`src/hdl/rmc_ram.sv`:
```
// rmc_ram: simple dual-port RAM, one write and one registered read port.
// No dependencies; used for the wall map and the frontier list.
`default_nettype none

module rmc_ram #(
  parameter int unsigned Width = 1,
  parameter int unsigned Depth = 16
) (
  input  wire logic                     clk_i,
  input  wire logic                     we_i,
  input  wire logic [$clog2(Depth)-1:0] waddr_i,
  input  wire logic [Width-1:0]         wdata_i,
  input  wire logic                     re_i,
  input  wire logic [$clog2(Depth)-1:0] raddr_i,
  output logic      [Width-1:0]         rdata_o
);

  logic [Width-1:0] mem [Depth];

  always_ff @(posedge clk_i) begin
    if (we_i) begin
      mem[waddr_i] <= wdata_i;
    end
    if (re_i) begin
      rdata_o <= mem[raddr_i];
    end
  end

endmodule

`default_nettype wire

```
`config.mk`:
```
export PLATFORM = sky130hd
export DESIGN_NAME = rmc_ram
export DESIGN_NICKNAME = d
export VERILOG_FILES = /design/src/hdl/rmc_ram.sv
export SDC_FILE = /design/constraint.sdc
export NUM_CORES = 1
export LEC_CHECK = 0
export BUFFER_PORTS_ARGS = -buffer_cell sky130_fd_sc_hd__clkbuf_2
export CORE_AREA = 2 2 40 42
export DETAILED_ROUTE_END_ITERATION = 6
export DIE_AREA = 0 0 42 44
export PLACE_DENSITY = 0.78
export SLEW_MARGIN = 20
export SYNTH_ARGS = -nofsm -noshare
export SYNTH_HDL_FRONTEND = slang
export SYNTH_SLANG_ARGS = --single-unit
```
`constraint.sdc`:
```
create_clock -name clk_i -period 2.2 [get_ports clk_i]
set_input_delay 0.22 -clock clk_i [delete_from_list [all_inputs] [get_ports clk_i]]
set_output_delay 0.22 -clock clk_i [all_outputs]
set_load 0.05 [all_outputs]
```
==> impl_metrics.yaml <==
clocking:
  cts_resized: 0
  clk_pin_slew_ps: 90
  cts_tree: "yes"
  ctsHoldBuffers: 0
  post_cts_buffers: 0
  htreeDepth: 1
  cts_sinks: 17
  cts_buffer_depth: 2
  cts_buffers: 3
  root_buffer: "clkbuf_4"
  insertion_delay_ps: 290
synth:
  synthTopCellsByCount: "17 x edfxtp_1, 12 x nor2_1, 4 x mux4_1, 4 x nor3_1, 3 x mux2i_1"
  postSynthCellCount: 47
  synth.area.top_cells: "edfxtp_1 68%, mux4_1 14%, nor2_1 6.0%, mux2i_1 4.0%, nor3_1 2.6%"
  synth-edff-count: 17
  synth.most_common_cell: "edfxtp_1"
  syn-num-nets: 59
  ys_warn_count: 0
  synth_top_area_frac: 0.675
  synthArstFlopShare: 0
  netlist-cell-type-count: 10
  synth_ff_type: "edfxtp_1"
  synth-seq-cells: 17
  avgSynthCellArea_sq_um: 16.1
  syn-cell-area_sq_um: 756
  ys_seq_area_frac: 0.675
  yosys.area.top_type: "edfxtp_1"
power:
  leakage_nw: 0.314
  p_comb_frac: 0.091
  ir_drop_mv: 0.456
  switching_share: 0.216
  net-switching-power_w: 0.000126
  clockPowerShare: 0.278
  seqPwrFrac: 0.631
  p_int_w: 0.000454
  cellPowerDensity_mw_per_mm2: 672
layout:
  drive_gt1_frac: 0.270
  antenna_cells: 0
  final_cell_area_sq_um: 863
  area_delta_synth_final_pct: 14.2
  fin_nets: 76
critical_path:
  cp.required_ps: 2250
  critPathMaxStageDelay_ps: 520
  cpMaxStageDelayCell: "mux4_1"
  cp_max_fo: 1
  critPathMostFrequentCell: "mux2i_1"
  start_kind: "flip-flop"
  end_kind: "flip-flop"
  critPathArrivalTime_ps: 1400
  cp_cell_sequence: "mux4_1 -> mux2i_1 -> mux2i_1"
  critical_path_buf_inv_count: 0
  critPathKind: "reg -> reg"
  crit_family: "multiplexers"
global_route:
  antenna_found_initial: 0
  grt_usage: 0.138
  grt_pass1_vias: 429
  grt_pass1_wl_um: 1780
  grt_max_degree: 17
  globalRouteOverflowTotal: 0
timing:
  fmax_mhz: 738
  setup_viol: 0
  hold_viol: 0
  clock_skew_ps: 1.33
  drv_slew: 0
  finalCriticalPeriod_ps: 1350
  worst_pin_slew_ps: 275
  rsz0062_at_grt: "false"
  final.setup.tns_ps: 0
  timing.slew.headroom: 0.818
  fin_crit_sh: 0.616
route:
  final_antenna_net_count: 0
  drt_wl_total_um: 1120
  via_count: 440
  first_iter_violations: 8
  vias_per_cell: 5.57
  wl_per_cell_um: 14.2
  drc: 0
  firstDrtPassIters: 3
job:
  cap_violations: 0
die:
  core_sq_mm: 0.00142
  pin_count: 13
  start_util: 0.533
  die_h_um: 44
  die_w_um: 42
  num_rows: 14
  die_area_sq_mm: 0.00185
min_path:
  hold_path.class: "in -> reg"
place:
  postPlaceCellArea_sq_um: 836
  routabilityCongestion: 0.712
  port_buffers: 12
  dp_hpwl_um: 868
outcome:
  status: "finished, final reports clean"
layout by cell type, fill, tap and decap left out:
cell type  instances
nand3_1            1
clkbuf_2          12
edfxtp_1          17
mux4_1             4
nand3b_1           2
nor2_1            12
clkinv_2           1
mux2i_1            3
clkbuf_4           3
nand2b_1           2
nand2_1            1
or3b_2             1
nor3_1             4
through the flow:
stage          setup WS (ps)   util  total power (W)  std cells  hold slack [ps]
6_report                 846  0.608         0.000580         79              129
5_1_grt                  790  0.608         0.000599         79              122
4_1_cts                  819  0.608         0.000584         79              125
3_5_place_dp             761  0.589         0.000426         75              429
3_3_place_gp             798  0.589         0.000425         75              428
2_1_floorplan            926      -         0.000401         47              319
area by class of cell:
| type | instances | area [sq um] |
|---|---|---|
| Fill cell | 111 | 556 |
| Clock buffer | 3 | 22.5 |
| Multi-Input combinational cell | 30 | 245 |
| Clock inverter | 1 | 5.00 |
| Timing Repair Buffer | 12 | 60.1 |
| Sequential cell | 17 | 510 |
| Tap cell | 16 | 20.0 |
state kept, by name, summed over array words and instances (netlist names):
| register | count |
|---|---|
| mem | 16 |
| rdata_o | 1 |
layer usage:
metal	up-vias	global-route usage	wire length (um)
li1	219	-	-
met1	206	0.142	456
met2	13	0.263	587
met3	2	0.0250	57
met4	0	0.0774	19
met5	-	0	0
power groups by stage:
stage	clock [W]	sequential (W)	combinational [W]
finish	0.000161	0.000366	0.0000526
global route	0.000175	0.000367	0.0000575
CTS	0.000165	0.000366	0.0000530
detailed placement	0	0.000374	0.0000528
global placement	0	0.000373	0.0000515
floorplan	0	0.000379	0.0000223
logic make-up after synthesis:
kind of cell / synth area share
muxes: 0.179
and+or+nand+nor: 0.146
DFF: 0.675
path summary, 6_finish.rpt:
kind         slack [ps]     from  depth (start not counted)      end
max                 850   mem[1]                          3  rdata_o
max reg2reg         850   mem[1]                          3  rdata_o
min reg2reg         820  mem[11]                          3  rdata_o
min                 130     re_i                          1  rdata_o
(Power assumes the default switching activity.)
